`config.mk`:
```
export PLATFORM = sky130hd
export DESIGN_NAME = substring_removal_filter
export DESIGN_NICKNAME = d
export VERILOG_FILES = /design/src/rtl/core/sbr_pkg.sv /design/src/rtl/core/sbr_cell.sv /design/src/rtl/core/substring_removal_filter.sv
export SDC_FILE = /design/constraint.sdc
export NUM_CORES = 1
export LEC_CHECK = 0
export ABC_AREA = 1
export BUFFER_PORTS_ARGS = -buffer_cell sky130_fd_sc_hd__clkbuf_2
export CORE_AREA = 5 5 129 131
export CTS_CLUSTER_DIAMETER = 200
export DETAILED_ROUTE_END_ITERATION = 10
export DIE_AREA = 0 0 134 136
export GPL_TIMING_DRIVEN = 0
export PLACE_DENSITY_LB_ADDON = 0.08
export SYNTH_ARGS = -nofsm -noshare
export SYNTH_HDL_FRONTEND = slang
export SYNTH_HIERARCHICAL = 1
export SYNTH_SLANG_ARGS = --single-unit
```
`constraint.sdc`:
```
create_clock -name clk -period 4.15 [get_ports clk]
set_input_delay 0.415 -clock clk [delete_from_list [all_inputs] [get_ports clk]]
set_output_delay 0.415 -clock clk [all_outputs]
set_load 0.005 [all_outputs]
```
`src/rtl/core/sbr_pkg.sv`:
```
// shared types and constants of the substring removal filter
package sbr_pkg;

    localparam int BYTE_W   = 8;
    localparam int LEN_W    = 4;
    localparam int CFG_W    = 64;
    localparam int CFG_IDX_W = 1;

    // configuration register indexes
    typedef enum logic [CFG_IDX_W-1:0] {
        REG_PATTERN_LENGTH = 1'b0,
        REG_PATTERN_BYTES  = 1'b1
    } cfg_reg_t;

    // control broadcast to every cell of the hold chain
    typedef struct packed {
        logic              shift;
        logic [BYTE_W-1:0] wr_byte;
    } cell_ctrl_t;

endpackage

```
`src/rtl/core/sbr_cell.sv`:
```
// one hold cell: a held byte, its pattern compare and the prefix chain link
module sbr_cell
(
    input  logic                        clk,
    input  sbr_pkg::cell_ctrl_t         ctrl,
    input  logic                        load,
    input  logic [sbr_pkg::BYTE_W-1:0]  right_byte,
    input  logic [sbr_pkg::BYTE_W-1:0]  pat_byte,
    input  logic                        left_ok,
    output logic [sbr_pkg::BYTE_W-1:0]  held_byte,
    output logic                        prefix_ok
);
    import sbr_pkg::*;

    logic [BYTE_W-1:0] byte_reg;
    logic [BYTE_W-1:0] byte_next;

    // append takes the new word, a pop takes the right neighbour's byte
    always_comb
    begin
        byte_next = byte_reg;
        if (load)
        begin
            byte_next = ctrl.wr_byte;
        end
        else if (ctrl.shift)
        begin
            byte_next = right_byte;
        end
    end

    always_ff @(posedge clk)
    begin
        byte_reg <= byte_next;
    end

    // prefix matches up to and including this cell
    assign held_byte = byte_reg;
    assign prefix_ok = left_ok && (byte_reg == pat_byte);

endmodule

```
`src/rtl/core/substring_removal_filter.sv`:
```
// top level: hold chain of cells plus the scan and flush sequencer
// an accepted word is scanned in ST_SCAN and answered from the output register
// one input word at a time, held off by in_stall until scan and flush end; a mismatch pops
//   one held byte per cycle while the output is free, a last word flushes the held bytes
// reset: rst_n clears the sequencer, the hold count, the output valid flag and the
//   pattern registers; held bytes are not cleared and are only read once written
module substring_removal_filter #(
    parameter int MAX_PATTERN = 8
)
(
    input  logic                           clk,
    input  logic                           rst_n,
    input  logic                           cfg_we,
    input  logic [sbr_pkg::CFG_IDX_W-1:0]  cfg_index,
    input  logic [sbr_pkg::CFG_W-1:0]      cfg_data,
    input  logic                           in_valid,
    output logic                           in_stall,
    input  logic [sbr_pkg::BYTE_W-1:0]     in_byte,
    input  logic                           in_last,
    output logic                           out_valid,
    input  logic                           out_stall,
    output logic [sbr_pkg::BYTE_W-1:0]     out_byte,
    output logic                           has_byte,
    output logic                           out_last
);
    import sbr_pkg::*;

    localparam int CNT_W = $clog2(MAX_PATTERN + 1);
    localparam int PAT_W = BYTE_W * MAX_PATTERN;

    typedef enum logic [1:0] {
        ST_IDLE,
        ST_SCAN,
        ST_FLUSH
    } state_t;

    state_t             state_reg, state_next;
    logic [CNT_W-1:0]   count_reg, count_next;
    logic               last_reg, last_next;
    logic [LEN_W-1:0]   len_reg;
    logic [PAT_W-1:0]   pat_reg;
    logic               out_valid_reg, out_valid_next;
    logic [BYTE_W-1:0]  out_byte_reg, out_byte_next;
    logic               has_byte_reg, has_byte_next;
    logic               out_last_reg, out_last_next;

    logic [CNT_W-1:0]   len_eff;
    logic               accept;
    logic               out_free;
    logic               emit;
    logic               match_cnt;
    cell_ctrl_t         ctrl;

    logic [BYTE_W-1:0]      cell_byte [MAX_PATTERN];
    logic [MAX_PATTERN-1:0] cell_ok;
    logic [MAX_PATTERN-1:0] cell_load;
    logic [MAX_PATTERN-1:0] cell_at_cnt;

    // pattern length clamped to the chain depth
    assign len_eff = (len_reg > LEN_W'(MAX_PATTERN)) ? CNT_W'(MAX_PATTERN)
                                                     : CNT_W'(len_reg);

    assign accept   = in_valid && !in_stall;
    assign in_stall = (state_reg != ST_IDLE);
    assign out_free = !out_valid_reg || !out_stall;

    // hold chain
    genvar i;
    generate
        for (i = 0; i < MAX_PATTERN; i++)
        begin : g_cell
            logic [BYTE_W-1:0] right_b;
            logic              left_ok;

            if (i == MAX_PATTERN - 1)
            begin : g_end
                assign right_b = cell_byte[i];
            end
            else
            begin : g_mid
                assign right_b = cell_byte[i+1];
            end

            if (i == 0)
            begin : g_head
                assign left_ok = 1'b1;
            end
            else
            begin : g_body
                assign left_ok = cell_ok[i-1];
            end

            assign cell_load[i]   = accept && (count_reg == CNT_W'(i));
            assign cell_at_cnt[i] = (count_reg == CNT_W'(i + 1));

            sbr_cell u_cell (
                .clk        (clk),
                .ctrl       (ctrl),
                .load       (cell_load[i]),
                .right_byte (right_b),
                .pat_byte   (pat_reg[i*BYTE_W +: BYTE_W]),
                .left_ok    (left_ok),
                .held_byte  (cell_byte[i]),
                .prefix_ok  (cell_ok[i])
            );
        end
    endgenerate

    // held bytes equal the pattern prefix of the same length
    assign match_cnt = |(cell_ok & cell_at_cnt);

    // sequencer next state
    always_comb
    begin
        state_next     = state_reg;
        count_next     = count_reg;
        last_next      = last_reg;
        emit           = 1'b0;
        out_byte_next  = out_byte_reg;
        has_byte_next  = has_byte_reg;
        out_last_next  = out_last_reg;
        ctrl.shift     = 1'b0;
        ctrl.wr_byte   = in_byte;

        unique case (state_reg)
            ST_IDLE:
            begin
                if (accept)
                begin
                    count_next = count_reg + CNT_W'(1);
                    last_next  = in_last;
                    state_next = ST_SCAN;
                end
            end
            ST_SCAN:
            begin
                if (count_reg == '0)
                begin
                    state_next = last_reg ? ST_FLUSH : ST_IDLE;
                end
                else if ((len_eff != '0) && (count_reg == len_eff) && match_cnt)
                begin
                    count_next = '0;
                    state_next = last_reg ? ST_FLUSH : ST_IDLE;
                end
                else if ((count_reg < len_eff) && match_cnt)
                begin
                    state_next = last_reg ? ST_FLUSH : ST_IDLE;
                end
                else if (out_free)
                begin
                    emit          = 1'b1;
                    out_byte_next = cell_byte[0];
                    has_byte_next = 1'b1;
                    out_last_next = 1'b0;
                    ctrl.shift    = 1'b1;
                    count_next    = count_reg - CNT_W'(1);
                end
            end
            ST_FLUSH:
            begin
                if (out_free)
                begin
                    emit = 1'b1;
                    if (count_reg != '0)
                    begin
                        out_byte_next = cell_byte[0];
                        has_byte_next = 1'b1;
                        out_last_next = 1'b0;
                        ctrl.shift    = 1'b1;
                        count_next    = count_reg - CNT_W'(1);
                    end
                    else
                    begin
                        out_byte_next = '0;
                        has_byte_next = 1'b0;
                        out_last_next = 1'b1;
                        state_next    = ST_IDLE;
                    end
                end
            end
            default:
            begin
                state_next = ST_IDLE;
            end
        endcase
    end

    // output word register
    assign out_valid_next = emit || (out_valid_reg && out_stall);

    // state, count, last flag and output valid flag
    always_ff @(posedge clk or negedge rst_n)
    begin
        if (!rst_n)
        begin
            state_reg     <= ST_IDLE;
            count_reg     <= '0;
            last_reg      <= 1'b0;
            out_valid_reg <= 1'b0;
        end
        else
        begin
            state_reg     <= state_next;
            count_reg     <= count_next;
            last_reg      <= last_next;
            out_valid_reg <= out_valid_next;
        end
    end

    always_ff @(posedge clk)
    begin
        if (emit)
        begin
            out_byte_reg <= out_byte_next;
            has_byte_reg <= has_byte_next;
            out_last_reg <= out_last_next;
        end
    end

    // configuration registers
    always_ff @(posedge clk or negedge rst_n)
    begin
        if (!rst_n)
        begin
            len_reg <= '0;
            pat_reg <= '0;
        end
        else if (cfg_we)
        begin
            unique case (cfg_reg_t'(cfg_index))
                REG_PATTERN_LENGTH: len_reg <= cfg_data[LEN_W-1:0];
                REG_PATTERN_BYTES:  pat_reg <= cfg_data[PAT_W-1:0];
                default:            len_reg <= len_reg;
            endcase
        end
    end

    assign out_valid = out_valid_reg;
    assign out_byte  = out_byte_reg;
    assign has_byte  = has_byte_reg;
    assign out_last  = out_last_reg;

endmodule

```
==> results.json <==
{
  "syn_to_final_growth_pct": 20.8,
  "relSlewSlack_pct": 62.7,
  "worstSetupPathType": "reg2reg",
  "syn_avg_cell_area_sq_um": 8.72,
  "fin_util_pct": 61.7,
  "fin_skew_ns": 0.00601,
  "vias": 5932,
  "first_global_vias": 5835,
  "fin_crit_sh_pct": 108,
  "setup_viol": 81,
  "grt-ovfl-total": 0,
  "cpMaxStageDelayCell": "edfxtp_1",
  "period_needed_ns": 4.48,
  "crit_fanout": 8,
  "grt_pass1_wl_um": 28400,
  "vias_per_cell": 4.76,
  "dp.final_hpwl_um": 12600,
  "antenna_found_initial": 0,
  "cts_buffer_depth": 2,
  "yosys_warnings": 6,
  "synth_edf_count": 74,
  "worstMarginPinSlew_ns": 0.560,
  "drc_errors": 0,
  "num_rows": 46,
  "gp_congestion": 0.802,
  "synth.distinct_cells": 35,
  "swShare_pct": 34.1,
  "cts_sinks": 150,
  "io_pins": 91,
  "fmax_mhz": 223,
  "rsz0062_at_grt": "yes",
  "cts_buffers": 17,
  "synthArstFlopShare_pct": 50.7,
  "pwr-share-clk_pct": 25.9,
  "grt_usage_pct": 20.0,
  "wire_per_inst_um": 13.9,
  "die_h_um": 136,
  "grt_max_degree": 42,
  "path_common_cell": "o21a_1",
  "hold_class": "in2async",
  "root_buffer": "clkbuf_16",
  "slowest_delay_ns": 0.41,
  "finalNetCount": 1133,
  "start_util_pct": 51.1,
  "placed_cells": 1190,
  "synthCells": 907,
  "final_cells": 1246,
  "dieWidth_um": 134,
  "p_int_uw": 3790,
  "syn_area_sq_um": 7910,
  "coreArea_sq_um": 15500,
  "antenna_left": 0,
  "diodes": 0,
  "power.switching_uw": 1960,
  "drive_above_1_share_pct": 27.8,
  "drv_cap": 0,
  "synthFlopType": "dfrtp_1",
  "wl_um": 17300,
  "status": "complete, but fails checks",
  "htree_num_levels": 4,
  "slew_violations": 0,
  "synthesis.nets": 999,
  "power_frac_comb_pct": 31.8,
  "insertion_delay_ns": 0.42,
  "cts_tree": "yes",
  "p_seq_share_pct": 42.3,
  "cp.arrival_ns": 4.64,
  "hold_viol": 7,
  "place.port_buffers": 90,
  "p_per_area_nw_per_um2": 602,
  "fin_hold_ws_ns": -0.00529,
  "clk_pin_slew_ns": 0.06,
  "worstPathRequired_ns": 4.32,
  "p_leak_uw": 0.00481,
  "synth_seq_area_share_pct": 52.1,
  "endpoint_kind": "register",
  "first_iter_violations": 288,
  "startpoint_type": "register",
  "ys_ff_latch": 150,
  "pre_cts_slack_ns": -1.34,
  "report.power.total_uw": 5750,
  "violations": "negative hold slack, negative setup slack",
  "drt_pre_antenna_iters": 4,
  "die_area_sq_um": 18200,
  "postLayoutSetupSlackWorst_ns": -0.329,
  "vdd_drop_max_mv": 0.416
}
synth_stat cells (7+ instances only):
cell	number	area (sq um)
inv_1	107	402
edfxtp_1	74	2220
o21ai_0	12	60.1
nor2_2	19	119
or2_1	8	50.1
nand2_2	8	50.1
buf_2	10	50.1
mux2_2	61	687
xnor2_1	16	140
inv_2	18	67.6
nor2_1	42	158
o21a_1	9	67.6
nand4_1	7	43.8
ha_1	13	163
nand3_1	25	125
dfrtp_1	76	1900
nand2_1	375	1410
worst paths after layout:
| kind | start | end | slack (ns) | cells after the start |
|---|---|---|---|---|
| worst max-delay path | g_cell[0].u_cell/held_byte[3] | g_cell[7].u_cell/held_byte[1] | -0.33 | 36 |
| worst min-delay path | rst_n | pat_reg[5] | -0.005 | 1 |
| worst max register to register | g_cell[0].u_cell/held_byte[3] | g_cell[7].u_cell/held_byte[1] | -0.33 | 36 |
| worst min register to register | pat_reg[1] | pat_reg[1] | 0.49 | 2 |
| max in group asynchronous | rst_n | pat_reg[40] | 3.56 | 2 |
| min in group clk | cfg_data[56] | pat_reg[56] | 0.22 | 2 |
area by class of cell:
| class | instances | area [sq um] |
|---|---|---|
| tap | 192 | 240 |
| clock inverter | 7 | 67.6 |
| timing repair buffer | 114 | 664 |
| inverter | 126 | 475 |
| clock buffer | 25 | 505 |
| fill | 1349 | 5930 |
| multi-input combinational | 615 | 3380 |
| sequential | 150 | 4120 |
| buffer | 17 | 91.3 |
cells by family (layout without fill, tap and decap cells):
family / count (synthesis) / in the layout / synth area share [%]
other: 1 / 1 / 0.0474
AO/OA/AOI/OAI: 30 / 30 / 2.47
AND/OR/NAND/NOR: 492 / 493 / 25.5
flip-flops: 150 / 150 / 52.1
multiplexers: 61 / 61 / 8.69
buffers and inverters: 143 / 289 / 7.17
XOR/XNOR: 17 / 17 / 1.88
adder cells (fa/ha/maj): 13 / 13 / 2.06
repair_timing:
item / in CTS / in global routing
buffers inserted: 22 / 2
cloned: 1 / 0
gates resized for setup: 27 / 16
hold buffers: 0 / 0
endpoints found under the hold margin: 0 / 0
pin swaps: 24 / 4
setup endpoints to repair: 81 / 81
cell usage in the layout (no fill, tap or decap), types with 2 or more instances in the layout:
master / Yosys / layout
buf_6: 2 / 5
nor4_1: 2 / 2
buf_4: 0 / 20
clkinvlp_4: 0 / 2
nor2_4: 1 / 8
o21ai_0: 12 / 12
mux2_2: 61 / 61
xnor2_1: 16 / 16
edfxtp_1: 74 / 74
nand4_1: 7 / 7
nor2_2: 19 / 15
buf_2: 10 / 10
clkbuf_16: 0 / 17
clkbuf_2: 0 / 89
nand2_2: 8 / 8
nand2_4: 2 / 8
nand3_1: 25 / 19
or2_4: 0 / 8
dfrtp_1: 76 / 76
ha_1: 13 / 13
a21oi_1: 3 / 3
inv_2: 18 / 18
o21a_1: 9 / 9
nand3_2: 1 / 7
nor2_1: 42 / 40
buf_1: 4 / 4
clkbuf_1: 1 / 4
inv_1: 107 / 107
clkbuf_8: 0 / 5
nand2_1: 375 / 369
clkinv_2: 0 / 2
stage by stage:
step / cell area, sq um / setup TNS, ns
3_5_place_dp: 8630 / -95.76
4_1_cts: 9480 / -17.22
3_3_place_gp: 8600 / -95.47
2_1_floorplan: 7910 / 0
5_1_grt: 9550 / -53.15
6_report: 9550 / -22.94
power groups by stage:
stage	Combinational [uW]	Clock (uW)	Sequential [uW]
global route	2090	1590	2480
CTS	1780	1510	2440
floorplan	1230	0	2360
detailed placement	1580	0	2470
global placement	1560	0	2470
finish	1830	1490	2430
per-layer routing:
metal | track usage [%] | vias to the layer above | wire length [um]
met1 | 25.8 | 2702 | 7810
met3 | 4.40 | 21 | 776
li1 | - | 3098 | -
met2 | 33.3 | 111 | 8480
met4 | 7.14 | 0 | 271
met5 | 0 | - | 0
worst max-delay path, delay by kind of cell, from the launching register on:
| kind | cells | cell delay, ns |
|---|---|---|
| AOI/OAI and AO/OA | 9 | 1.20 |
| buffers and inverters | 1 | 0.06 |
| and+or+nand+nor | 26 | 2.53 |
| DFF | 1 | 0.41 |
Note: power is estimated with default switching activity, not from simulation.
